<file path="src/rtl/core/cst_pkg.sv">
// Shared types, constants and decode functions of the C-subset token scanner.
// No dependencies; every other file depends on it.
package cst_pkg;

	localparam int LINE_BITS       = 20;
	localparam int LINE_W          = LINE_BITS;
	localparam int KEYWORD_MAX_LEN = 8;
	localparam int KIND_W          = 7;
	localparam int ERR_W           = 2;
	localparam int LEN_W           = 4;
	localparam int NUM_W           = 32;
	localparam int FIFO_DEPTH      = 4;

	localparam logic [NUM_W-1:0] NUM_MAX = 32'd2147483647;

	typedef enum logic [3:0] {
		M_IDLE, M_WORD, M_NUM, M_BAR, M_EQ, M_AMP, M_BANG, M_LT, M_GT,
		M_MINUS, M_PLUS, M_SLASH, M_COMM, M_STAR, M_STR, M_CHR
	} mode_t;

	localparam logic [KIND_W-1:0] K_ID    = 7'd0;
	localparam logic [KIND_W-1:0] K_NUM   = 7'd1;
	localparam logic [KIND_W-1:0] K_KW    = 7'd2;
	localparam logic [KIND_W-1:0] K_OR    = 7'd34;
	localparam logic [KIND_W-1:0] K_ASG   = 7'd35;
	localparam logic [KIND_W-1:0] K_EQEQ  = 7'd36;
	localparam logic [KIND_W-1:0] K_LAND  = 7'd37;
	localparam logic [KIND_W-1:0] K_AMP   = 7'd38;
	localparam logic [KIND_W-1:0] K_NE    = 7'd39;
	localparam logic [KIND_W-1:0] K_NOT   = 7'd40;
	localparam logic [KIND_W-1:0] K_LE    = 7'd41;
	localparam logic [KIND_W-1:0] K_LT    = 7'd42;
	localparam logic [KIND_W-1:0] K_GE    = 7'd43;
	localparam logic [KIND_W-1:0] K_GT    = 7'd44;
	localparam logic [KIND_W-1:0] K_DEC   = 7'd45;
	localparam logic [KIND_W-1:0] K_ARROW = 7'd46;
	localparam logic [KIND_W-1:0] K_MINUS = 7'd47;
	localparam logic [KIND_W-1:0] K_INC   = 7'd48;
	localparam logic [KIND_W-1:0] K_PLUS  = 7'd49;
	localparam logic [KIND_W-1:0] K_MUL   = 7'd50;
	localparam logic [KIND_W-1:0] K_MOD   = 7'd51;
	localparam logic [KIND_W-1:0] K_COLON = 7'd52;
	localparam logic [KIND_W-1:0] K_SEMI  = 7'd53;
	localparam logic [KIND_W-1:0] K_LPAR  = 7'd54;
	localparam logic [KIND_W-1:0] K_RPAR  = 7'd55;
	localparam logic [KIND_W-1:0] K_LBRK  = 7'd56;
	localparam logic [KIND_W-1:0] K_RBRK  = 7'd57;
	localparam logic [KIND_W-1:0] K_LBRC  = 7'd58;
	localparam logic [KIND_W-1:0] K_RBRC  = 7'd59;
	localparam logic [KIND_W-1:0] K_DOT   = 7'd60;
	localparam logic [KIND_W-1:0] K_COMMA = 7'd61;
	localparam logic [KIND_W-1:0] K_DIV   = 7'd62;
	localparam logic [KIND_W-1:0] K_STR   = 7'd63;
	localparam logic [KIND_W-1:0] K_CHR   = 7'd64;
	localparam logic [KIND_W-1:0] K_END   = 7'd65;

	localparam logic [ERR_W-1:0] E_NONE = 2'd0;
	localparam logic [ERR_W-1:0] E_BIG  = 2'd1;
	localparam logic [ERR_W-1:0] E_STR  = 2'd2;
	localparam logic [ERR_W-1:0] E_CHR  = 2'd3;

	localparam logic [7:0] CH_NL     = 8'h0A;
	localparam logic [7:0] CH_BAR    = 8'h7C;
	localparam logic [7:0] CH_EQ     = 8'h3D;
	localparam logic [7:0] CH_AMP    = 8'h26;
	localparam logic [7:0] CH_BANG   = 8'h21;
	localparam logic [7:0] CH_LT     = 8'h3C;
	localparam logic [7:0] CH_GT     = 8'h3E;
	localparam logic [7:0] CH_MINUS  = 8'h2D;
	localparam logic [7:0] CH_PLUS   = 8'h2B;
	localparam logic [7:0] CH_SLASH  = 8'h2F;
	localparam logic [7:0] CH_STAR   = 8'h2A;
	localparam logic [7:0] CH_DQUOTE = 8'h22;
	localparam logic [7:0] CH_SQUOTE = 8'h27;
	localparam logic [7:0] CH_BSLASH = 8'h5C;

	typedef struct packed {
		logic [KIND_W-1:0] kind;
		logic [LINE_W-1:0] line;
		logic [ERR_W-1:0]  err;
		logic              last;
	} res_t;

	function automatic logic is_alpha(input logic [7:0] c);
		return (c >= 8'h61 && c <= 8'h7A) || (c >= 8'h41 && c <= 8'h5A) || c == 8'h5F;
	endfunction

	function automatic logic is_digit(input logic [7:0] c);
		return c >= 8'h30 && c <= 8'h39;
	endfunction

	function automatic logic is_space(input logic [7:0] c);
		return c == 8'h20 || (c >= 8'h09 && c <= 8'h0D);
	endfunction

	// Kind of a byte that is a token on its own, zero when it is not one.
	function automatic logic [KIND_W-1:0] single_kind(input logic [7:0] c);
		case (c)
			8'h2A:   return K_MUL;
			8'h25:   return K_MOD;
			8'h3A:   return K_COLON;
			8'h3B:   return K_SEMI;
			8'h28:   return K_LPAR;
			8'h29:   return K_RPAR;
			8'h5B:   return K_LBRK;
			8'h5D:   return K_RBRK;
			8'h7B:   return K_LBRC;
			8'h7D:   return K_RBRC;
			8'h2E:   return K_DOT;
			8'h2C:   return K_COMMA;
			default: return K_ID;
		endcase
	endfunction

	function automatic mode_t start_mode(input logic [7:0] c);
		if (is_alpha(c)) return M_WORD;
		if (is_digit(c)) return M_NUM;
		case (c)
			CH_BAR:    return M_BAR;
			CH_EQ:     return M_EQ;
			CH_AMP:    return M_AMP;
			CH_BANG:   return M_BANG;
			CH_LT:     return M_LT;
			CH_GT:     return M_GT;
			CH_MINUS:  return M_MINUS;
			CH_PLUS:   return M_PLUS;
			CH_SLASH:  return M_SLASH;
			CH_DQUOTE: return M_STR;
			CH_SQUOTE: return M_CHR;
			default:   return M_IDLE;
		endcase
	endfunction

	function automatic logic [KIND_W-1:0] lone_kind(input mode_t m);
		case (m)
			M_BAR:   return K_OR;
			M_EQ:    return K_ASG;
			M_AMP:   return K_AMP;
			M_BANG:  return K_NOT;
			M_LT:    return K_LT;
			M_GT:    return K_GT;
			M_MINUS: return K_MINUS;
			M_PLUS:  return K_PLUS;
			default: return K_DIV;
		endcase
	endfunction

	// Kind of a two-byte operator, zero when the byte does not combine.
	function automatic logic [KIND_W-1:0] pair_kind(input mode_t m, input logic [7:0] c);
		case (m)
			M_BAR:   return (c == CH_BAR) ? K_OR : K_ID;
			M_EQ:    return (c == CH_EQ) ? K_EQEQ : K_ID;
			M_AMP:   return (c == CH_AMP) ? K_LAND : K_ID;
			M_BANG:  return (c == CH_EQ) ? K_NE : K_ID;
			M_LT:    return (c == CH_EQ) ? K_LE : K_ID;
			M_GT:    return (c == CH_EQ) ? K_GE : K_ID;
			M_MINUS: return (c == CH_MINUS) ? K_DEC : ((c == CH_GT) ? K_ARROW : K_ID);
			M_PLUS:  return (c == CH_PLUS) ? K_INC : K_ID;
			default: return K_ID;
		endcase
	endfunction

	// Keyword text, last byte in the low bits.
	function automatic logic [63:0] kw_text(input int idx);
		case (idx)
			0:  return 64'("auto");
			1:  return 64'("break");
			2:  return 64'("case");
			3:  return 64'("char");
			4:  return 64'("const");
			5:  return 64'("continue");
			6:  return 64'("default");
			7:  return 64'("do");
			8:  return 64'("double");
			9:  return 64'("else");
			10: return 64'("enum");
			11: return 64'("extern");
			12: return 64'("float");
			13: return 64'("for");
			14: return 64'("goto");
			15: return 64'("if");
			16: return 64'("int");
			17: return 64'("long");
			18: return 64'("register");
			19: return 64'("return");
			20: return 64'("short");
			21: return 64'("signed");
			22: return 64'("sizeof");
			23: return 64'("static");
			24: return 64'("struct");
			25: return 64'("switch");
			26: return 64'("typedef");
			27: return 64'("union");
			28: return 64'("unsigned");
			29: return 64'("void");
			30: return 64'("volatile");
			default: return 64'("while");
		endcase
	endfunction

	function automatic int kw_len(input int idx);
		logic [63:0] t;
		int n;
		t = kw_text(idx);
		n = 0;
		for (int j = 0; j < 8; j++)
			if (t[8*j +: 8] != 8'h00) n = j + 1;
		return n;
	endfunction

endpackage

</file>
<file path="src/rtl/core/cst_if.sv">
// Valid/ready channel interfaces for source bytes and scanned tokens.
// Depends on cst_pkg for field widths.
interface cst_char_if;
	logic       valid;
	logic       ready;
	logic       action;
	logic [7:0] char_code;
	modport source(output valid, action, char_code, input ready);
	modport sink(input valid, action, char_code, output ready);
endinterface

interface cst_tok_if;
	logic                       valid;
	logic                       ready;
	logic [cst_pkg::KIND_W-1:0] token_kind;
	logic [cst_pkg::LINE_W-1:0] line_number;
	logic [cst_pkg::ERR_W-1:0]  error_code;
	logic                       last_of_run;
	modport source(output valid, token_kind, line_number, error_code, last_of_run,
		input ready);
	modport sink(input valid, token_kind, line_number, error_code, last_of_run,
		output ready);
endinterface

</file>
<file path="src/rtl/core/cst_kw_match.sv">
// Keyword lookup over the buffered word: compares against all 32 keywords at once.
// Depends on cst_pkg.
module cst_kw_match (
	input  logic [7:0]                 buf_bytes [cst_pkg::KEYWORD_MAX_LEN],
	input  logic [cst_pkg::LEN_W-1:0]  len,
	output logic [cst_pkg::KIND_W-1:0] kind
);
	import cst_pkg::*;

	always_comb begin
		logic same;
		logic [63:0] t;
		int kl;
		kind = K_ID;
		for (int i = 31; i >= 0; i--) begin
			t = kw_text(i);
			kl = kw_len(i);
			same = (len == LEN_W'(kl));
			for (int j = 0; j < KEYWORD_MAX_LEN; j++)
				if (j < kl && buf_bytes[j] != t[8*(kl-1-j) +: 8]) same = 1'b0;
			if (same) kind = K_KW + KIND_W'(i);
		end
	end
endmodule

</file>
<file path="src/rtl/core/cst_res_fifo.sv">
// Four-entry result queue: takes up to two results a cycle, gives one.
// Depends on cst_pkg.
module cst_res_fifo (
	input  logic          clk,
	input  logic          arst_n,
	input  logic [1:0]    push_cnt,
	input  cst_pkg::res_t push0,
	input  cst_pkg::res_t push1,
	input  logic          pop,
	output cst_pkg::res_t head,
	output logic          not_empty,
	output logic          room2
);
	import cst_pkg::*;

	res_t       mem_q [FIFO_DEPTH];
	logic [1:0] wp_q, rp_q;
	logic [2:0] cnt_q;

	assign head      = mem_q[rp_q];
	assign not_empty = (cnt_q != 3'd0);
	assign room2     = (cnt_q <= 3'd2);

	always_ff @(posedge clk) begin
		if (push_cnt != 2'd0) mem_q[wp_q] <= push0;
		if (push_cnt == 2'd2) mem_q[wp_q + 2'd1] <= push1;
	end

	always_ff @(posedge clk or negedge arst_n) begin
		if (!arst_n) begin
			wp_q  <= '0;
			rp_q  <= '0;
			cnt_q <= '0;
		end else begin
			wp_q  <= wp_q + push_cnt;
			rp_q  <= rp_q + {1'b0, pop};
			cnt_q <= cnt_q + {1'b0, push_cnt} - {2'b00, pop};
		end
	end

`ifndef ASSERT_OFF
	a_no_overflow: assert property (@(posedge clk) disable iff (!arst_n)
		cnt_q <= 3'd4) else $error("result queue over capacity");
	a_push_room: assert property (@(posedge clk) disable iff (!arst_n)
		(push_cnt != 2'd0) |-> (cnt_q <= 3'd2)) else $error("push without room");
	a_pop_data: assert property (@(posedge clk) disable iff (!arst_n)
		pop |-> not_empty) else $error("pop from empty queue");
`endif
endmodule

</file>
<file path="src/rtl/core/c_subset_token_scanner.sv">
// Top level of the C-subset token scanner: scan state, token decode, result queue.
// Depends on cst_pkg, cst_if, cst_kw_match and cst_res_fifo.
//
// channel  role   payload
// chars    sink   action, char_code (one source byte or end of input)
// tokens   source token_kind, line_number, error_code, last_of_run
//
// One byte is taken per cycle; its zero, one or two tokens are decided in the
// same cycle from the scan registers and pushed into a four-entry queue.
// Tokens leave the queue one per cycle while tokens.ready is high.
// chars.ready is high while the queue has room for two.
// Reset clears the scan state to idle with line 1; the queue starts empty.
module c_subset_token_scanner (
	input logic        clk,
	input logic        arst_n,
	cst_char_if.sink   chars,
	cst_tok_if.source  tokens
);
	import cst_pkg::*;

	localparam logic [LINE_BITS-1:0] LINE_TOP = '1;

	// scan registers
	mode_t                mode_q, mode_d;
	logic [7:0]           wbuf_q [KEYWORD_MAX_LEN];
	logic [LEN_W-1:0]     len_q, len_d;
	logic [NUM_W-1:0]     val_q, val_d;
	logic                 big_q, big_d, oct_q, oct_d, halt_q, halt_d, esc_q, esc_d;
	logic [LINE_BITS-1:0] line_q, line_d, line_inc;

	logic       acc, is_end, alnum;
	logic [7:0] c;
	logic       wr_buf0, wr_bufn;
	logic [KIND_W-1:0] word_kind, sgl, pk;

	// token slots: A is the pending token being closed, B a one-byte token or the end token
	logic              a_v, b_v, a_newline;
	logic [KIND_W-1:0] a_kind, b_kind;
	logic [ERR_W-1:0]  a_err;
	res_t              r0, r1;
	logic [1:0]        push_cnt;
	res_t              head;
	logic              room2;

	assign acc      = chars.valid && chars.ready;
	assign is_end   = chars.action;
	assign c        = chars.char_code;
	assign alnum    = is_alpha(c) || is_digit(c);
	assign sgl      = single_kind(c);
	assign pk       = pair_kind(mode_q, c);
	assign line_inc = (line_q < LINE_TOP) ? line_q + 1'b1 : line_q;

	cst_kw_match u_kw (.buf_bytes(wbuf_q), .len(len_q), .kind(word_kind));

	// next scan state
	always_comb begin
		logic start;
		logic [34:0] prod;
		logic [3:0]  d;
		mode_d  = mode_q;
		len_d   = len_q;
		val_d   = val_q;
		big_d   = big_q;
		oct_d   = oct_q;
		halt_d  = halt_q;
		esc_d   = esc_q;
		line_d  = line_q;
		wr_buf0 = 1'b0;
		wr_bufn = 1'b0;
		start   = 1'b0;
		d       = c[3:0];
		prod    = '0;
		if (is_end) begin
			mode_d = M_IDLE;
			len_d  = '0;
			val_d  = '0;
			big_d  = 1'b0;
			oct_d  = 1'b0;
			halt_d = 1'b0;
			esc_d  = 1'b0;
			line_d = LINE_BITS'(1);
		end else begin
			unique case (mode_q)
				M_WORD: begin
					if (alnum) begin
						wr_bufn = (len_q < LEN_W'(KEYWORD_MAX_LEN));
						len_d = (len_q < LEN_W'(KEYWORD_MAX_LEN)) ? len_q + 1'b1
							: LEN_W'(KEYWORD_MAX_LEN + 1);
					end else start = 1'b1;
				end
				M_NUM: begin
					if (is_digit(c)) begin
						if (halt_q) begin
							// digits past an octal stop are dropped
						end else if (oct_q && d >= 4'd8) begin
							halt_d = 1'b1;
						end else begin
							prod = oct_q ? {val_q, 3'b000}
								: ({val_q, 3'b000} + {2'b00, val_q, 1'b0});
							prod = prod + 35'(d);
							if (prod > 35'(NUM_MAX)) begin
								big_d = 1'b1;
								val_d = NUM_MAX;
							end else val_d = prod[NUM_W-1:0];
						end
					end else start = 1'b1;
				end
				M_SLASH: begin
					if (c == CH_STAR) mode_d = M_COMM;
					else start = 1'b1;
				end
				M_BAR, M_EQ, M_AMP, M_BANG, M_LT, M_GT, M_MINUS, M_PLUS: begin
					if (pk != K_ID) mode_d = M_IDLE;
					else start = 1'b1;
				end
				M_COMM, M_STAR: begin
					if (mode_q == M_STAR && c == CH_SLASH) mode_d = M_IDLE;
					else if (c == CH_STAR) mode_d = M_STAR;
					else begin
						if (c == CH_NL) line_d = line_inc;
						mode_d = M_COMM;
					end
				end
				M_STR, M_CHR: begin
					if (esc_q) begin
						esc_d = 1'b0;
						if (c == CH_NL) line_d = line_inc;
					end else if (c == CH_BSLASH) begin
						esc_d = 1'b1;
					end else if (c == (mode_q == M_STR ? CH_DQUOTE : CH_SQUOTE)) begin
						mode_d = M_IDLE;
					end else if (c == CH_NL) begin
						line_d = line_inc;
						mode_d = M_IDLE;
					end
				end
				default: start = 1'b1;
			endcase
			if (start) begin
				mode_d = start_mode(c);
				if (c == CH_NL) line_d = line_inc;
				if (is_alpha(c)) begin
					wr_buf0 = 1'b1;
					len_d   = LEN_W'(1);
				end else if (is_digit(c)) begin
					val_d  = NUM_W'(d);
					oct_d  = (d == 4'd0);
					big_d  = 1'b0;
					halt_d = 1'b0;
				end else if (c == CH_DQUOTE || c == CH_SQUOTE) begin
					esc_d = 1'b0;
				end
			end
		end
	end

	// tokens produced by this byte
	always_comb begin
		logic starts;
		a_v       = 1'b0;
		a_kind    = K_ID;
		a_err     = E_NONE;
		a_newline = 1'b0;
		b_v       = 1'b0;
		b_kind    = sgl;
		starts    = 1'b0;
		if (is_end) begin
			b_v    = 1'b1;
			b_kind = K_END;
			unique case (mode_q)
				M_WORD: begin a_v = 1'b1; a_kind = word_kind; end
				M_NUM: begin
					a_v = 1'b1; a_kind = K_NUM; a_err = big_q ? E_BIG : E_NONE;
				end
				M_BAR, M_EQ, M_AMP, M_BANG, M_LT, M_GT, M_MINUS, M_PLUS, M_SLASH: begin
					a_v = 1'b1; a_kind = lone_kind(mode_q);
				end
				M_STR: begin a_v = 1'b1; a_kind = K_STR; a_err = E_STR; end
				M_CHR: begin a_v = 1'b1; a_kind = K_CHR; a_err = E_CHR; end
				default: ;
			endcase
		end else begin
			unique case (mode_q)
				M_WORD: if (!alnum) begin
					a_v = 1'b1; a_kind = word_kind; starts = 1'b1;
				end
				M_NUM: if (!is_digit(c)) begin
					a_v = 1'b1; a_kind = K_NUM; a_err = big_q ? E_BIG : E_NONE;
					starts = 1'b1;
				end
				M_SLASH: if (c != CH_STAR) begin
					a_v = 1'b1; a_kind = K_DIV; starts = 1'b1;
				end
				M_BAR, M_EQ, M_AMP, M_BANG, M_LT, M_GT, M_MINUS, M_PLUS: begin
					a_v = 1'b1;
					if (pk != K_ID) a_kind = pk;
					else begin
						a_kind = lone_kind(mode_q);
						starts = 1'b1;
					end
				end
				M_STR, M_CHR: begin
					if (!esc_q && c != CH_BSLASH) begin
						if (c == (mode_q == M_STR ? CH_DQUOTE : CH_SQUOTE)) begin
							a_v = 1'b1;
							a_kind = (mode_q == M_STR) ? K_STR : K_CHR;
						end else if (c == CH_NL) begin
							// unterminated literal: reported on the following line
							a_v = 1'b1;
							a_newline = 1'b1;
							a_kind = (mode_q == M_STR) ? K_STR : K_CHR;
							a_err  = (mode_q == M_STR) ? E_STR : E_CHR;
						end
					end
				end
				M_COMM, M_STAR: ;
				default: starts = 1'b1;
			endcase
			b_v = starts && (sgl != K_ID);
		end
	end

	// pack into queue slots; line is the count before this byte's newline, except for an unterminated literal
	always_comb begin
		res_t ra, rb;
		ra.kind = a_kind;
		ra.line = LINE_W'(a_newline ? line_inc : line_q);
		ra.err  = a_err;
		ra.last = !b_v;
		rb.kind = b_kind;
		rb.line = LINE_W'(line_q);
		rb.err  = E_NONE;
		rb.last = 1'b1;
		r0 = a_v ? ra : rb;
		r1 = rb;
		push_cnt = acc ? ({1'b0, a_v} + {1'b0, b_v}) : 2'd0;
	end

	cst_res_fifo u_fifo (
		.clk(clk), .arst_n(arst_n), .push_cnt(push_cnt), .push0(r0), .push1(r1),
		.pop(tokens.valid && tokens.ready), .head(head), .not_empty(tokens.valid),
		.room2(room2)
	);

	assign chars.ready        = room2;
	assign tokens.token_kind  = head.kind;
	assign tokens.line_number = head.line;
	assign tokens.error_code  = head.err;
	assign tokens.last_of_run = head.last;

	// word buffer: no reset, read only below the current length
	always_ff @(posedge clk) begin
		if (acc && !is_end) begin
			if (wr_buf0) wbuf_q[0] <= c;
			if (wr_bufn) wbuf_q[len_q[2:0]] <= c;
		end
	end

	always_ff @(posedge clk or negedge arst_n) begin
		if (!arst_n) begin
			mode_q <= M_IDLE;
			len_q  <= '0;
			val_q  <= '0;
			big_q  <= 1'b0;
			oct_q  <= 1'b0;
			halt_q <= 1'b0;
			esc_q  <= 1'b0;
			line_q <= LINE_BITS'(1);
		end else if (acc) begin
			mode_q <= mode_d;
			len_q  <= len_d;
			val_q  <= val_d;
			big_q  <= big_d;
			oct_q  <= oct_d;
			halt_q <= halt_d;
			esc_q  <= esc_d;
			line_q <= line_d;
		end
	end

`ifndef ASSERT_OFF
	a_end_resets: assert property (@(posedge clk) disable iff (!arst_n)
		(acc && is_end) |=> (mode_q == M_IDLE && line_q == LINE_BITS'(1)))
		else $error("end of input did not restore scan state");
	a_line_nonzero: assert property (@(posedge clk) disable iff (!arst_n)
		line_q != '0) else $error("line count reached zero");
	a_end_pushes: assert property (@(posedge clk) disable iff (!arst_n)
		(acc && is_end) |-> (push_cnt != 2'd0)) else $error("end of input lost");
	a_len_bound: assert property (@(posedge clk) disable iff (!arst_n)
		len_q <= LEN_W'(KEYWORD_MAX_LEN + 1)) else $error("word length overrun");
`endif
endmodule
</file>
<file path="src/flat_wrapper.sv">
// flat-port wrapper written by rule: the top's interface ports become plain ports
module c_subset_token_scanner_flat import cst_pkg::*;
  (clk, arst_n, chars_valid, chars_action, chars_char_code, chars_ready, tokens_valid, tokens_token_kind, tokens_line_number, tokens_error_code, tokens_last_of_run, tokens_ready);
  cst_char_if chars_i ();
  cst_tok_if tokens_i ();
  input logic clk;
  input logic arst_n;
  input wire logic [$bits(chars_i.valid)-1:0] chars_valid;
  input wire logic [$bits(chars_i.action)-1:0] chars_action;
  input wire logic [$bits(chars_i.char_code)-1:0] chars_char_code;
  output wire logic [$bits(chars_i.ready)-1:0] chars_ready;
  output wire logic [$bits(tokens_i.valid)-1:0] tokens_valid;
  output wire logic [$bits(tokens_i.token_kind)-1:0] tokens_token_kind;
  output wire logic [$bits(tokens_i.line_number)-1:0] tokens_line_number;
  output wire logic [$bits(tokens_i.error_code)-1:0] tokens_error_code;
  output wire logic [$bits(tokens_i.last_of_run)-1:0] tokens_last_of_run;
  input wire logic [$bits(tokens_i.ready)-1:0] tokens_ready;
  assign chars_i.valid = chars_valid;
  assign chars_i.action = chars_action;
  assign chars_i.char_code = chars_char_code;
  assign chars_ready = chars_i.ready;
  assign tokens_valid = tokens_i.valid;
  assign tokens_token_kind = tokens_i.token_kind;
  assign tokens_line_number = tokens_i.line_number;
  assign tokens_error_code = tokens_i.error_code;
  assign tokens_last_of_run = tokens_i.last_of_run;
  assign tokens_i.ready = tokens_ready;
  c_subset_token_scanner u_core (.clk(clk), .arst_n(arst_n), .chars(chars_i), .tokens(tokens_i));
endmodule
</file>
<file path="config.mk">
export PLATFORM = sky130hd
export DESIGN_NAME = c_subset_token_scanner_flat
export DESIGN_NICKNAME = d
export VERILOG_FILES = /design/src/rtl/core/cst_pkg.sv /design/src/rtl/core/cst_if.sv /design/src/rtl/core/cst_kw_match.sv /design/src/rtl/core/cst_res_fifo.sv /design/src/rtl/core/c_subset_token_scanner.sv /design/src/flat_wrapper.sv
export SDC_FILE = /design/constraint.sdc
export NUM_CORES = 1
export LEC_CHECK = 0
export BUFFER_PORTS_ARGS = -buffer_cell sky130_fd_sc_hd__buf_2
export CORE_AREA = 2 2 142 199
export CTS_CLUSTER_SIZE = 30
export DETAILED_ROUTE_END_ITERATION = 12
export DIE_AREA = 0 0 144 201
export HOLD_SLACK_MARGIN = 0.06
export PLACE_DENSITY = 0.9
export SYNTH_ARGS = -nofsm -noshare
export SYNTH_HDL_FRONTEND = slang
export SYNTH_SLANG_ARGS = --single-unit
</file>
<file path="constraint.sdc">
create_clock -name clk -period 7.5 [get_ports clk]
set_clock_uncertainty 0.1 [all_clocks]
set_input_delay 1.125 -clock clk [delete_from_list [all_inputs] [get_ports clk]]
set_output_delay 1.125 -clock clk [all_outputs]
set_load 0.02 [all_outputs]
</file>
* Word-level counts from Yosys, hierarchy flattened *
Memories as Yosys holds them, arrays and structs flattened.
Index checks and enable logic that the tools add are counted.
Widths: inputs -> output; s select.

operators by class
  add/subtract/negate cells = 10
  multipliers = 0
  div/mod/pow operators = 0
  $lt $le $gt $ge = 13
  equality and inequality tests = 145
  shift operators = 0
  mux-type cells = 340
  bitwise gates (word level) = 1
  reduce and logical (&&, ||, !) cells = 35

operators by type and width
  operator              count
  $ne 8x7->1 const B    88
  $mux 32               9
  $mux 7                38
  $mux 1                224
  $mux 20               11
  $eq 8x6->1 const B    18
  $mux 4                19
  $mux 6                12
  $pmux 6 s12           1
  $pmux 7 s5            2
  $bwmux 64             1
  $mux 64               1
  $eq 8x7->1 const B    7
  $pmux 7 s8            1
  $pmux 4 s11           1
  $pmux 20 s2           1
  $eq 4x4->1 const B    9
  $add 35x33->35        1
  $add 35x4->35         1
  $gt 35x31->1 const B  1
  $mux 35               1
  $eq 4x3->1 const B    8
  $mux 30               1
  $demux 8 s3           1
  51 further kinds      87

word-level totals
  bits in registers = 135
  latch bits = 0
  memory bits (writable) = 120
  bits in read-only memories = 160
  input bits = 13
  memories = 3

memory list
  name                 words  bits a word  read ports  clocked after Yosys merged registers in  write ports  RTL line            source
  u_core.u_fifo.mem_q  4      30           1           0                                        2            cst_res_fifo.sv:16  res_t mem_q [FIFO_DEPTH];
  (name not given)     16     5            1           0                                        0            cst_pkg.sv:135      case (m)
  (name not given)     16     5            1           0                                        0            cst_pkg.sv:135

* Longest topological paths before layout *
  word-level depth = 44
  mapped depth = 22
  mapped depth without buffers = 19

* Hierarchy *
A second synthesis with hierarchy kept.

unflattened totals
  cells, all modules = 1,901
  area, all modules = 19,039.5 um^2

modules (own cells, without submodules)
  module                  instances  cells an instance  area each (um^2)
  c_subset_token_scanner  1          1,306              10,553.9
  cst_res_fifo            1          327                6,562.5
  cst_kw_match            1          268                1,923.1

* Worst setup path before layout *
OpenSTA, ideal clock, no wires.

  kind = in2reg
  start point = input chars_char_code[7]
  end point = memory u_core.u_fifo.mem_q[1][10] in the netlist's numbering, enable pin
  arrival time = 4.765 ns
  setup slack = 2.253 ns
  cell stages on the path = 14
  path through = nor3b_1 nand2_1 or3_1 nand3_1 a21boi_0 o211ai_1 clkbuf_1 nand2_1 nand2_1 ha_1 clkbuf_1 nor4_1 nor2_1 inv_1

RTL lines
  what         RTL line            source
  from (decl)  flat_wrapper.sv:10  input wire logic [$bits(chars_i.char_code)-1:0] chars_char_code;
  to (decl)    cst_res_fifo.sv:16

==> out/metrics.yaml <==
cts_setup_buffers: 0
io_pins: 45
drive_gt1_frac: 0.0973
cts-root-buf: "clkbuf_16"
clkTransAtPathRegs_ps: 60
ys.flop_type: "edfxtp_1"
clk_latency_ps: 550
drc: 0
path_cells: "buf_2, inv_1, nor2_1, nand4_1, a211o_1, o211a_1, or2_2, nand2_1, ha_1, o21ai_1, nor2_1, and2_1, nor2_1, inv_1, buf_4"
seq_area_sq_um: 7180
min_period_ps: 5780
end_kind: "flop"
synth_top_area_share: 0.280
rsz0062_at_grt: "false"
fin_crit_sh: 0.770
cp.depth: 15
syn_inst: 2061
cts.sinks: 255
die_x_microns: 144
crit_end: "u_core.u_fifo.mem_q[2][5]"
drtAntennaViolNets: 0
synthToLayoutAreaGrowth_pct: 6.72
maxCapViolCount: 0
tightest_slew_ps: 1040
netlist_area_sq_um: 18400
place_congestion: 1.02
reg2reg_from: "u_core.mode_q[0]"
start_util: 0.675
grt_antenna_before_repair: 0
yosysUniqueCellTypes: 88
critical_path.max_stage_delay_ps: 580
synth_common_cells: "252 x nand2_1, 172 x edfxtp_1, 170 x nor2_1, 170 x o21ai_0, 106 x clkbuf_1"
p_leak_nw: 6.99
hold_path.class: "in2async"
num_antenna_cells: 0
multiInputGateArea_sq_um: 10600
power.total_mw: 4.84
fmax_mhz: 173
syn_area_per_cell_sq_um: 8.94
vias_per_cell: 7.36
powerDensity_nw_per_um2: 246
hold_viol: 0
crit_top_cell: "nor2_1"
tns_ps: 0
dr.pass1.iters: 6
critPathArrivalTime_ps: 5910
place_hpwl_microns: 42800
dr.first_iter.drc_count: 2528
cts_tree: "done"
cts_hold_buf: 0
critical_path.max_fanout: 26
synth_seq_area_share: 0.390
r2r_slack_ps: 2090
synth-edff-count: 172
final_nets: 2102
required_ps: 7630
grt-ovfl-total: 0
tritoncts.num_buffers: 24
startpoint: "chars_char_code[3]"
numPortBuffers: 44
startpoint_type: "input port"
synthTopCellsByArea: "edfxtp_1 28%, dfrtp_1 9.5%, nand2_1 5.1%, o21ai_0 4.6%, mux4_2 3.7%"
die_area_sq_um: 28900
yosysTopAreaCell: "edfxtp_1"
holdWs_ps: 284
rows: 72
crit_type: "in2reg"
reg2reg_to: "u_core.u_fifo.mem_q[2][5]"
dpl_cell_area_sq_um: 18900
first_global_vias: 17600
status: "finished clean"
ir_worst_vdd_v: 0.000193
synth_most_common_cell: "nand2_1"
htreeDepth: 1
r2r_cells: 17
relSlewSlack: 0.302
post_drt_wl_per_cell_microns: 25.0
ys_ff_latch: 255
post_cts_resized: 0
design_area_sq_um: 19700
vias: 17800
path_delay_family: "simple AND/OR/NAND/NOR gates"
crit_buf_inv: 4
setup_viol: 0
ys.warnings.count: 0
routed_wl_microns: 60600
cpMaxStageDelayCell: "nand4_1"
grt_pass1_wl_microns: 95100
die_y_microns: 201
cts_buffer_depth: 3
slew_violations: 0
core_sq_um: 27300
synth_nets: 2126
fill_cells: 2003
grt_max_degree: 66
async_reset_ff_frac: 0.278
grt_use_total: 0.422
-- worst min-delay path by stage --
stage | cells after the start | end | from
after floorplan | 1 | u_core.u_fifo.mem_q[2][0] | u_core.u_fifo.mem_q[2][0]
after global placement | 1 | u_core.u_fifo.mem_q[1][0] | u_core.u_fifo.mem_q[1][0]
after detailed placement | 1 | u_core.u_fifo.mem_q[2][0] | u_core.u_fifo.mem_q[2][0]
after CTS | 1 | u_core.val_q[6] | arst_n
after global routing | 1 | u_core.val_q[6] | arst_n
final | 1 | u_core.val_q[6] | arst_n
-- logic make-up (layout without fill, tap and decap cells) --
| logic type | after synthesis | count (layout) | share of synthesized area |
|---|---|---|---|
| AO/OA/AOI/OAI | 591 | 591 | 0.213 |
| XOR/XNOR | 54 | 54 | 0.0257 |
| adder cells (fa/ha/maj) | 52 | 52 | 0.0365 |
| buffers and inverters | 163 | 157 | 0.0340 |
| flip-flops | 255 | 255 | 0.390 |
| multiplexers | 51 | 51 | 0.0488 |
| AND/OR/NAND/NOR | 895 | 895 | 0.252 |
-- metal layers --
metal / GRT usage / vias up / routed length, microns
li1: - / 7831 / -
met1: 0.505 / 8389 / 20900
met2: 0.699 / 1317 / 29300
met3: 0.0663 / 308 / 5860
met4: 0.275 / 0 / 4510
met5: 0 / - / 0
-- metrics by stage --
step,util,instances,worst slack [ps]
floorplan,-,2061,2250
global placement,0.691,2381,1720
detailed placement,0.691,2381,1430
CTS,0.720,2425,1970
global route,0.720,2425,1480
finish,0.720,2425,1720
-- cell type report --
type	instances	share of cell area
repair buffers	74	0.0228
well taps	370	0.0236
clock inverters	15	0.00872
flip-flops and latches	255	0.365
multi-input cells	1643	0.541
inverters	39	0.00745
clock buffers	29	0.0315
-- power by group --
part,total [mW],switching (mW),internal (mW)
Sequential,1.81,0.152,1.66
Combinational,1.78,1.14,0.639
Clock,1.25,0.549,0.698
Total,4.84,1.85,3.00
-- worst register-to-register path: stages (launching register included) --
cell and delay, ps:
dfrtp_1 520, inv_1 110, ha_1 410, or3_1 430, a21oi_1 170, a2bb2oi_1 440
and3b_1 250, nand2_1 160, o211ai_1 160, nand2_1 130, nand2_1 70, ha_1 480
o21ai_1 200, nor2_1 210, and2_1 280, nor2_1 120, inv_1 480, buf_4 390
-- placed cells by master (no fill, tap or decap), types with 18 or more instances in the layout --
cell / instances
o22ai_1: 40
nand3_1: 74
o21ai_0: 170
edfxtp_1: 172
nand4_1: 52
nor2_1: 170
a22o_1: 18
xor2_1: 18
nand2_1: 252
or2_2: 20
a31oi_1: 26
inv_1: 37
nor2b_1: 37
buf_2: 43
and2_1: 19
a21o_1: 40
ha_1: 49
nor4_1: 31
or3_1: 22
o31ai_1: 40
mux4_2: 30
a21oi_1: 94
buf_4: 31
nor3_1: 72
and3_1: 30
clkbuf_16: 24
xnor2_1: 36
dfrtp_1: 69
(Power assumes the default switching activity.)
